**config.mk**
```make
export PLATFORM = sky130hd
export DESIGN_NAME = ecg_beat_rate_detector
export DESIGN_NICKNAME = d
export VERILOG_FILES = /design/src/rtl/ebrd_pkg.sv /design/src/rtl/ebrd_div.sv /design/src/rtl/ecg_beat_rate_detector.sv
export SDC_FILE = /design/constraint.sdc
export NUM_CORES = 1
export LEC_CHECK = 0
export ABC_AREA = 1
export ABC_CLOCK_PERIOD_IN_PS = 4700
export BUFFER_PORTS_ARGS = -buffer_cell sky130_fd_sc_hd__buf_2
export CAP_MARGIN = 20
export CORE_MARGIN = 5
export CORE_UTILIZATION = 60
export CTS_CLUSTER_SIZE = 12
export DETAILED_ROUTE_END_ITERATION = 7
export PLACE_DENSITY = 0.76
export SLEW_MARGIN = 15
export SYNTH_ARGS = -nofsm -noshare
export SYNTH_HDL_FRONTEND = slang
export SYNTH_SLANG_ARGS = --single-unit
```
**constraint.sdc**
```tcl
create_clock -name clk_i -period 4.7 [get_ports clk_i]
set_input_delay 0.94 -clock clk_i [delete_from_list [all_inputs] [get_ports clk_i]]
set_output_delay 0.94 -clock clk_i [all_outputs]
set_load 0.01 [all_outputs]
```
**src/rtl/ebrd_pkg.sv**
```systemverilog
// ----------------------------------------------------------------------------
// ebrd_pkg
// Shared widths, constants, register indexes and the divider request type
// for the ECG beat rate detector.
// ----------------------------------------------------------------------------
package ebrd_pkg;

  localparam int unsigned SAMPLE_BITS = 12;
  localparam int unsigned TIME_BITS   = 32;
  localparam int unsigned LEVEL_BITS  = 5;
  localparam int unsigned RATE_BITS   = 12;
  localparam int unsigned SUM_BITS    = 16;
  localparam int unsigned COUNT_BITS  = 4;
  localparam int unsigned WIN_BITS    = 16;
  localparam int unsigned CFG_DATA_BITS = 16;
  localparam int unsigned CFG_IDX_BITS  = 3;

  // Dividend width of the shared divider: covers the rate scale, the rate sum
  // and the sample.
  localparam int unsigned DIV_BITS     = 20;
  localparam int unsigned DIV_CNT_BITS = $clog2(DIV_BITS);

  localparam logic [DIV_BITS-1:0]   RATE_SCALE = DIV_BITS'(960000);
  localparam logic [RATE_BITS-1:0]  RATE_MAX   = RATE_BITS'(4095);
  localparam logic [LEVEL_BITS-1:0] LEVEL_MIN  = LEVEL_BITS'(1);
  localparam logic [LEVEL_BITS-1:0] LEVEL_MAX  = LEVEL_BITS'(16);

  // Register indexes
  localparam logic [CFG_IDX_BITS-1:0] REG_WINDOW_SAMPLES    = 3'd0;
  localparam logic [CFG_IDX_BITS-1:0] REG_LEVEL_DIVISOR     = 3'd1;
  localparam logic [CFG_IDX_BITS-1:0] REG_LEVEL_OFFSET      = 3'd2;
  localparam logic [CFG_IDX_BITS-1:0] REG_BEAT_LEVEL        = 3'd3;
  localparam logic [CFG_IDX_BITS-1:0] REG_REFRACTORY_MS     = 3'd4;
  localparam logic [CFG_IDX_BITS-1:0] REG_BEATS_PER_AVERAGE = 3'd5;

  typedef struct packed {
    logic                 start;
    logic [DIV_BITS-1:0]  dividend;
    logic [TIME_BITS-1:0] divisor;
  } ebrd_div_req_t;

endpackage

```
**src/rtl/ebrd_div.sv**
```systemverilog
// ----------------------------------------------------------------------------
// ebrd_div
// Restoring radix-2 divider, one quotient bit per cycle. Quotient is valid in
// the cycle that done_o is high.
// ----------------------------------------------------------------------------
module ebrd_div
  import ebrd_pkg::*;
(
  input  logic                clk_i,
  input  logic                rst_ni,
  input  ebrd_div_req_t       req_i,
  output logic                done_o,
  output logic [DIV_BITS-1:0] quotient_o
);

  logic [DIV_BITS-1:0]     rem_q, rem_d;
  logic [DIV_BITS-1:0]     quo_q, quo_d;
  logic [TIME_BITS-1:0]    dvs_q;
  logic [DIV_CNT_BITS-1:0] cnt_q;
  logic                    busy_q;
  logic                    done_q;

  logic [DIV_BITS:0]    shifted;
  logic [TIME_BITS-1:0] shifted_ext;
  logic                 fits;
  logic [TIME_BITS-1:0] diff;

  // Partial remainder never exceeds the dividend, so it stays in DIV_BITS.
  always_comb begin
    shifted     = {rem_q, quo_q[DIV_BITS-1]};
    shifted_ext = TIME_BITS'(shifted);
    fits        = (shifted_ext >= dvs_q);
    diff        = shifted_ext - dvs_q;
    rem_d       = fits ? diff[DIV_BITS-1:0] : shifted[DIV_BITS-1:0];
    quo_d       = {quo_q[DIV_BITS-2:0], fits};
  end

  always_ff @(posedge clk_i or negedge rst_ni) begin
    if (!rst_ni) begin
      busy_q <= 1'b0;
      done_q <= 1'b0;
      cnt_q  <= '0;
    end else if (req_i.start) begin
      busy_q <= 1'b1;
      done_q <= 1'b0;
      cnt_q  <= '0;
    end else if (busy_q) begin
      cnt_q <= cnt_q + 1'b1;
      if (cnt_q == DIV_CNT_BITS'(DIV_BITS - 1)) begin
        busy_q <= 1'b0;
        done_q <= 1'b1;
      end
    end else begin
      done_q <= 1'b0;
    end
  end

  always_ff @(posedge clk_i) begin
    if (req_i.start) begin
      rem_q <= '0;
      quo_q <= req_i.dividend;
      dvs_q <= req_i.divisor;
    end else if (busy_q) begin
      rem_q <= rem_d;
      quo_q <= quo_d;
    end
  end

  assign done_o     = done_q;
  assign quotient_o = quo_q;

  a_no_start_busy : assert property (@(posedge clk_i) disable iff (!rst_ni)
    req_i.start |-> !busy_q)
    else $error("divider restarted while busy");

  a_done_after_busy : assert property (@(posedge clk_i) disable iff (!rst_ni)
    done_q |-> $past(busy_q))
    else $error("divider done without a running division");

  a_done_single : assert property (@(posedge clk_i) disable iff (!rst_ni)
    done_q |=> !done_q)
    else $error("divider done held for more than one cycle");

endmodule

```
**src/rtl/ecg_beat_rate_detector.sv**
```systemverilog
// ----------------------------------------------------------------------------
// ecg_beat_rate_detector
// Window peak tracker, display level mapper and beat rate averager. One
// shared serial divider forms the level, the beat rate and the average.
//
//   channel   direction  handshake               payload
//   in        sink       in_valid_i/in_ready_o   sample_i, time_ms_i
//   out       source     out_valid_o/out_ready_i level_o, beat_o,
//                                                average_valid_o,
//                                                average_bpm_o, window_done_o
//   cfg       sink       cfg_we_i                cfg_index_i, cfg_data_i
//
// A word passes through an accept step, the level division, the rate division
// when it is a beat, the average division when an average is formed, and the
// output step, in that order; each division hands its quotient on when done.
// in_ready_o is high only while the sequencer is idle; the next word may be
// accepted while the previous result waits in the output register.
// The result stage stalls while the output register is full and not taken.
// Reset loads the register defaults and clears all tracking state.
// ----------------------------------------------------------------------------
module ecg_beat_rate_detector
  import ebrd_pkg::*;
(
  input  logic                     clk_i,
  input  logic                     rst_ni,
  input  logic                     in_valid_i,
  output logic                     in_ready_o,
  input  logic [SAMPLE_BITS-1:0]   sample_i,
  input  logic [TIME_BITS-1:0]     time_ms_i,
  output logic                     out_valid_o,
  input  logic                     out_ready_i,
  output logic [LEVEL_BITS-1:0]    level_o,
  output logic                     beat_o,
  output logic                     average_valid_o,
  output logic [RATE_BITS-1:0]     average_bpm_o,
  output logic                     window_done_o,
  input  logic                     cfg_we_i,
  input  logic [CFG_IDX_BITS-1:0]  cfg_index_i,
  input  logic [CFG_DATA_BITS-1:0] cfg_data_i
);

  localparam logic [2:0] S_IDLE = 3'd0;
  localparam logic [2:0] S_LVL  = 3'd1;
  localparam logic [2:0] S_RATE = 3'd2;
  localparam logic [2:0] S_AVG  = 3'd3;
  localparam logic [2:0] S_OUT  = 3'd4;

  logic [2:0] state_q, state_d;

  // configuration
  logic [WIN_BITS-1:0]   win_samples_q;
  logic [7:0]            lvl_div_q;
  logic [7:0]            lvl_off_q;
  logic [LEVEL_BITS-1:0] beat_lvl_q;
  logic [15:0]           refr_q;
  logic [COUNT_BITS-1:0] bpa_q;

  // tracking state
  logic [SAMPLE_BITS-1:0] win_max_q;
  logic [TIME_BITS-1:0]   last_beat_q;
  logic [SUM_BITS-1:0]    rate_sum_q;
  logic [COUNT_BITS-1:0]  beat_cnt_q;
  logic [WIN_BITS-1:0]    win_cnt_q;

  // per-word work registers
  logic [TIME_BITS-1:0]  time_q;
  logic [LEVEL_BITS-1:0] level_q;
  logic                  beat_q;
  logic                  avg_valid_q;
  logic [RATE_BITS-1:0]  avg_q;

  // output register
  logic                  out_valid_q;
  logic [LEVEL_BITS-1:0] out_level_q;
  logic                  out_beat_q;
  logic                  out_avg_valid_q;
  logic [RATE_BITS-1:0]  out_avg_q;
  logic                  out_done_q;

  ebrd_div_req_t       div_req;
  logic                div_done;
  logic [DIV_BITS-1:0] div_quo;

  logic                   in_fire;
  logic [SAMPLE_BITS-1:0] new_max;
  logic [7:0]             div_eff;
  logic [COUNT_BITS-1:0]  nbeats;
  logic [DIV_BITS-1:0]    lvl_diff;
  logic [LEVEL_BITS-1:0]  level_calc;
  logic [TIME_BITS-1:0]   elapsed;
  logic                   beat_ok;
  logic [RATE_BITS-1:0]   div_sat;
  logic [SUM_BITS-1:0]    sum_new;
  logic [COUNT_BITS-1:0]  cnt_new;
  logic                   avg_due;
  logic [WIN_BITS:0]      win_next;
  logic                   win_end;
  logic                   out_free;

  assign in_ready_o = (state_q == S_IDLE);
  assign in_fire    = in_valid_i && in_ready_o;
  assign out_free   = !out_valid_q || out_ready_i;

  always_comb begin
    new_max  = (sample_i > win_max_q) ? sample_i : win_max_q;
    div_eff  = (lvl_div_q == '0) ? 8'd1 : lvl_div_q;
    nbeats   = (bpa_q == '0) ? COUNT_BITS'(1) : bpa_q;

    lvl_diff = div_quo - DIV_BITS'(lvl_off_q);
    if (div_quo <= DIV_BITS'(lvl_off_q)) begin
      level_calc = LEVEL_MIN;
    end else if (lvl_diff > DIV_BITS'(LEVEL_MAX)) begin
      level_calc = LEVEL_MAX;
    end else begin
      level_calc = lvl_diff[LEVEL_BITS-1:0];
    end

    elapsed = time_q - last_beat_q;
    beat_ok = (level_calc > beat_lvl_q) && (elapsed > TIME_BITS'(refr_q));

    div_sat = (div_quo > DIV_BITS'(RATE_MAX)) ? RATE_MAX : div_quo[RATE_BITS-1:0];
    sum_new = rate_sum_q + SUM_BITS'(div_sat);
    cnt_new = beat_cnt_q + 1'b1;
    avg_due = (cnt_new >= nbeats);

    win_next = {1'b0, win_cnt_q} + 1'b1;
    win_end  = (win_next >= {1'b0, win_samples_q});
  end

  // divider request mux
  always_comb begin
    div_req.start    = 1'b0;
    div_req.dividend = '0;
    div_req.divisor  = '0;
    unique case (state_q)
      S_IDLE: begin
        div_req.start    = in_fire;
        div_req.dividend = DIV_BITS'(new_max);
        div_req.divisor  = TIME_BITS'(div_eff);
      end
      S_LVL: begin
        div_req.start    = div_done && beat_ok;
        div_req.dividend = RATE_SCALE;
        div_req.divisor  = elapsed;
      end
      S_RATE: begin
        div_req.start    = div_done && avg_due;
        div_req.dividend = DIV_BITS'(sum_new);
        div_req.divisor  = TIME_BITS'(nbeats);
      end
      S_AVG, S_OUT: begin
      end
      default: begin
      end
    endcase
  end

  always_comb begin
    state_d = state_q;
    unique case (state_q)
      S_IDLE: if (in_fire) state_d = S_LVL;
      S_LVL: begin
        if (div_done) state_d = beat_ok ? S_RATE : S_OUT;
      end
      S_RATE: begin
        if (div_done) state_d = avg_due ? S_AVG : S_OUT;
      end
      S_AVG: if (div_done) state_d = S_OUT;
      S_OUT: if (out_free) state_d = S_IDLE;
      default: state_d = S_IDLE;
    endcase
  end

  ebrd_div u_div (
    .clk_i      (clk_i),
    .rst_ni     (rst_ni),
    .req_i      (div_req),
    .done_o     (div_done),
    .quotient_o (div_quo)
  );

  // configuration registers
  always_ff @(posedge clk_i or negedge rst_ni) begin
    if (!rst_ni) begin
      win_samples_q <= WIN_BITS'(30000);
      lvl_div_q     <= 8'd30;
      lvl_off_q     <= 8'd87;
      beat_lvl_q    <= LEVEL_BITS'(11);
      refr_q        <= 16'd300;
      bpa_q         <= COUNT_BITS'(5);
    end else if (cfg_we_i) begin
      unique case (cfg_index_i)
        REG_WINDOW_SAMPLES:    win_samples_q <= cfg_data_i;
        REG_LEVEL_DIVISOR:     lvl_div_q     <= cfg_data_i[7:0];
        REG_LEVEL_OFFSET:      lvl_off_q     <= cfg_data_i[7:0];
        REG_BEAT_LEVEL:        beat_lvl_q    <= cfg_data_i[LEVEL_BITS-1:0];
        REG_REFRACTORY_MS:     refr_q        <= cfg_data_i;
        REG_BEATS_PER_AVERAGE: bpa_q         <= cfg_data_i[COUNT_BITS-1:0];
        default: begin
        end
      endcase
    end
  end

  // sequencer and tracking state
  always_ff @(posedge clk_i or negedge rst_ni) begin
    if (!rst_ni) begin
      state_q     <= S_IDLE;
      win_max_q   <= '0;
      last_beat_q <= '0;
      rate_sum_q  <= '0;
      beat_cnt_q  <= '0;
      win_cnt_q   <= '0;
      beat_q      <= 1'b0;
      avg_valid_q <= 1'b0;
      out_valid_q <= 1'b0;
    end else begin
      state_q <= state_d;
      if (state_q == S_OUT && out_free) begin
        out_valid_q <= 1'b1;
      end else if (out_ready_i) begin
        out_valid_q <= 1'b0;
      end
      unique case (state_q)
        S_IDLE: begin
          if (in_fire) begin
            win_max_q   <= new_max;
            beat_q      <= 1'b0;
            avg_valid_q <= 1'b0;
          end
        end
        S_LVL: begin
        end
        S_RATE: begin
          if (div_done) begin
            beat_q      <= 1'b1;
            last_beat_q <= time_q;
            if (avg_due) begin
              rate_sum_q <= '0;
              beat_cnt_q <= '0;
            end else begin
              rate_sum_q <= sum_new;
              beat_cnt_q <= cnt_new;
            end
          end
        end
        S_AVG: begin
          if (div_done) avg_valid_q <= 1'b1;
        end
        S_OUT: begin
          if (out_free) begin
            if (win_end) begin
              win_cnt_q <= '0;
              win_max_q <= '0;
            end else begin
              win_cnt_q <= win_next[WIN_BITS-1:0];
            end
          end
        end
        default: begin
        end
      endcase
    end
  end

  // payload registers
  always_ff @(posedge clk_i) begin
    if (in_fire) begin
      time_q <= time_ms_i;
      avg_q  <= '0;
    end
    if (state_q == S_LVL && div_done) level_q <= level_calc;
    if (state_q == S_AVG && div_done) avg_q <= div_sat;
    if (state_q == S_OUT && out_free) begin
      out_level_q     <= level_q;
      out_beat_q      <= beat_q;
      out_avg_valid_q <= avg_valid_q;
      out_avg_q       <= avg_q;
      out_done_q      <= win_end;
    end
  end

  assign out_valid_o     = out_valid_q;
  assign level_o         = out_level_q;
  assign beat_o          = out_beat_q;
  assign average_valid_o = out_avg_valid_q;
  assign average_bpm_o   = out_avg_q;
  assign window_done_o   = out_done_q;

  a_avg_needs_beat : assert property (@(posedge clk_i) disable iff (!rst_ni)
    (out_valid_o && average_valid_o) |-> beat_o)
    else $error("average emitted without a beat");

  a_avg_zero : assert property (@(posedge clk_i) disable iff (!rst_ni)
    (out_valid_o && !average_valid_o) |-> (average_bpm_o == '0))
    else $error("average value without average flag");

  a_level_range : assert property (@(posedge clk_i) disable iff (!rst_ni)
    out_valid_o |-> (level_o >= LEVEL_MIN && level_o <= LEVEL_MAX))
    else $error("level out of range");

  a_div_done_state : assert property (@(posedge clk_i) disable iff (!rst_ni)
    div_done |-> (state_q == S_LVL || state_q == S_RATE || state_q == S_AVG))
    else $error("divider finished outside a waiting state");

endmodule

```
==> qor.csv <==
metric,value,unit
max_freq,0.2236,GHz
io-pin-count,90,
syn_inst,2224,
antenna_left,0,
instances_no_fill,2743,
hold_viol,0,
cts.clk_slew.worst_paths,0.06,ns
dieArea,0.03326,mm2
syn2layout_area_growth,12.40,%
outcome,"finished, final reports clean",
regToRegEndpoint,u_div.dvs_q[22],
cap_violations,0,
post-place-cells,2677,
clk_latency,0.57,ns
finClkSkew,0.01673,ns
finalWorstSetupSlack,0.2269,ns
io_buffers,89,
power.density,561.4,mW/mm2
setup_violations,0,
drive_above_1_share,12.03,%
irDropWorstVdd,0.3987,mV
post-route-drc-count,0,
num_rows,63,
die_w,182.4,um
worst_slew_pin_slew,1.023,ns
synthTopCellsByArea,"edfxtp_1 (20%), dfrtp_1 (18%), nand2_1 (12%)",
holdWs,0.3007,ns
ys_warn_count,0,
synth_sequential_area_ratio,43.86,%
clockRootBuffer,clkbuf_16,
design_area,0.02003,mm2
netlist_area,0.01782,mm2
viasPerCell,5.495,
cts_buffers,31,
most-common-layout-cells,"nand2_1 (571), inv_1 (363), o21ai_0 (177)",
antenna_cells,0,
grt_pass1_vias,14492,
tns,0,ns
r2r_cells,25,
antenna_found_initial,0,
placed_area,0.01881,mm2
final_common_cell,nand2_1,
required,4.98,ns
power.total,11.25,mW
coreArea,0.02948,mm2
synthDominantCellAreaShare,20.38,%
cts_buffer_depth,3,
post-route-util,67.96,%
routedWlPerCell,16.04,um
postCtsHoldBufs,0,
critical_path_arrival,4.75,ns
crit_type,reg -> reg,
place_worst_setup_slack,0.01776,ns
drtPass1Iterations,6,
nets,2529,
drt_iter0_drc,1142,
cts_sinks,291,
postSynthAreaPerCell,8.015,um2
syn_nets,2424,
r2r_slack,0.23,ns
cp_max_fo,11,
vias,15072,
maxSlewHeadroom,31.82,%
grt_pass1_wl,71430,um
netlist.top_cell.by_area,edfxtp_1,
ys_types,49,
reg2reg_from,lvl_off_q[0],
cts_tree,yes,
startpoint_type,flip-flop,
synth-async-reset-ratio,51.55,%
place_hpwl,33290,um
finalCritPeriodShare,95.17,%
synth-edff-count,121,
cp-end-kind,flip-flop,
htreeDepth,1,
final.min_clock_period,4.473,ns
grt.total_usage,25.93,%
initial_core_util,60.46,%
dieHeight,182.4,um
place.gp.congestion,0.9360,
synthFlopType,dfrtp_1,
synth-seq-cells,291,
fillCellCount,2495,
leakagePower,9.614,nW
min_path_type,in -> async,
grt_max_degree,104,
slew_viol_final,0,
drt_wl_total,44010,um
gr-total-overflow,0,
## sequential cells by signal (all words and copies together), names as in the netlist, 5 cells and up
signal and flops:
average_bpm_o 12, avg_q 12, beat_lvl_q 5, last_beat_q 32
level_o 5, level_q 5, lvl_div_q 8, lvl_off_q 8
rate_sum_q 16, refr_q 16, time_q 32, u_div.cnt_q 5
u_div.dvs_q 32, u_div.quotient_o 20, u_div.rem_q 20, win_cnt_q 16
win_max_q 12, win_samples_q 16
## worst max-delay path, stage by stage, from the launching register on
cell and delay (ns):
dfstp_2 0.54, ha_2 0.20, fa_2 0.21, nand3b_1 0.11
nand2_1 0.11, a21oi_2 0.21, nor2_2 0.07, nor2_2 0.13
nand3_1 0.10, nand2_1 0.11, nand3_1 0.10, nor3_2 0.19
nand2_1 0.08, nor3_2 0.23, nand4_1 0.11, nand2_1 0.08
inv_1 0.06, ha_1 0.33, nand2_2 0.09, nor3_2 0.18
a2bb2oi_2 0.23, nand2_1 0.13, nand2_2 0.10, nand2_4 0.11
nand2_8 0.15, clkbuf_16 0.20
## area by class of cell
class                      count  area [um2]  area share, %
tap                          390       488.0          2.436
multi-input combinational   1512        8483          42.34
inverter                     368        1381          6.895
clock inverter                 6       55.05         0.2748
clock buffer                  51       958.4          4.784
timing repair buffer         125       849.6          4.241
sequential                   291        7819          39.03
## Yosys cell counts, types with 22 or more instances
cell type    n
xor2_1      48
clkbuf_1    38
nand4_1     34
a21oi_1    106
dfrtp_1    125
nand2_1    573
o22ai_1     22
nor3_1      31
o21ai_0    180
inv_1      364
nor2_1     131
dfstp_2     25
edfxtp_1   121
nand3_1     96
ha_1       128
## how the worst max path moves through the flow
| stage | start | end | slack (ns) | depth (start not counted) |
|---|---|---|---|---|
| 4_1_cts | lvl_off_q[0] | u_div.dvs_q[12] | 0.05 | 25 |
| 5_1_grt | lvl_off_q[2] | u_div.quotient_o[18] | -0.06 | 26 |
| 3_3_place_gp | lvl_off_q[0] | u_div.dvs_q[11] | 0.19 | 25 |
| 6_report | lvl_off_q[0] | u_div.dvs_q[22] | 0.23 | 25 |
| 2_1_floorplan | lvl_off_q[0] | u_div.quotient_o[0] | 0.49 | 22 |
| 3_5_place_dp | lvl_off_q[0] | u_div.dvs_q[11] | 0.02 | 25 |
## kinds of logic (layout without fill, tap and decap cells)
logic type               count (synthesis)  count (layout)  share of synthesized area (%)
buffers and inverters                  421             550                          9.174
multiplexers                             1               1                        0.05616
AO/OA/AOI/OAI                          388             388                          12.33
flip-flops                             291             291                          43.86
adder cells (fa/ha/maj)                132             132                          9.434
AND/OR/NAND/NOR                        927             927                          21.99
XOR/XNOR                                64              64                          3.145
## metal layers
metal / vias to the layer above / part of all wire, % / track usage [%] / wire length (um)
met1: 7010 / 45 / 37.57 / 19760
met2: 473 / 45 / 42.16 / 20000
li1: 7506 / - / - / -
met3: 83 / 7.2 / 3.349 / 3169
met4: 0 / 2.5 / 5.704 / 1079
met5: - / 0 / 0 / 0
## where the power goes
group | internal, mW | switching (mW) | leakage, nW
Combinational | 1.82 | 3.23 | 5.85
Clock | 1.44 | 0.982 | 0.500
Sequential | 3.41 | 0.374 | 3.27
## what timing repair did
item	4_1_cts	5_1_grt
gates resized for setup	1	24
setup buffers	0	6
pin swaps	0	6
endpoints found under the setup margin	40	101
cloned	0	3
(Power assumes the default switching activity.)
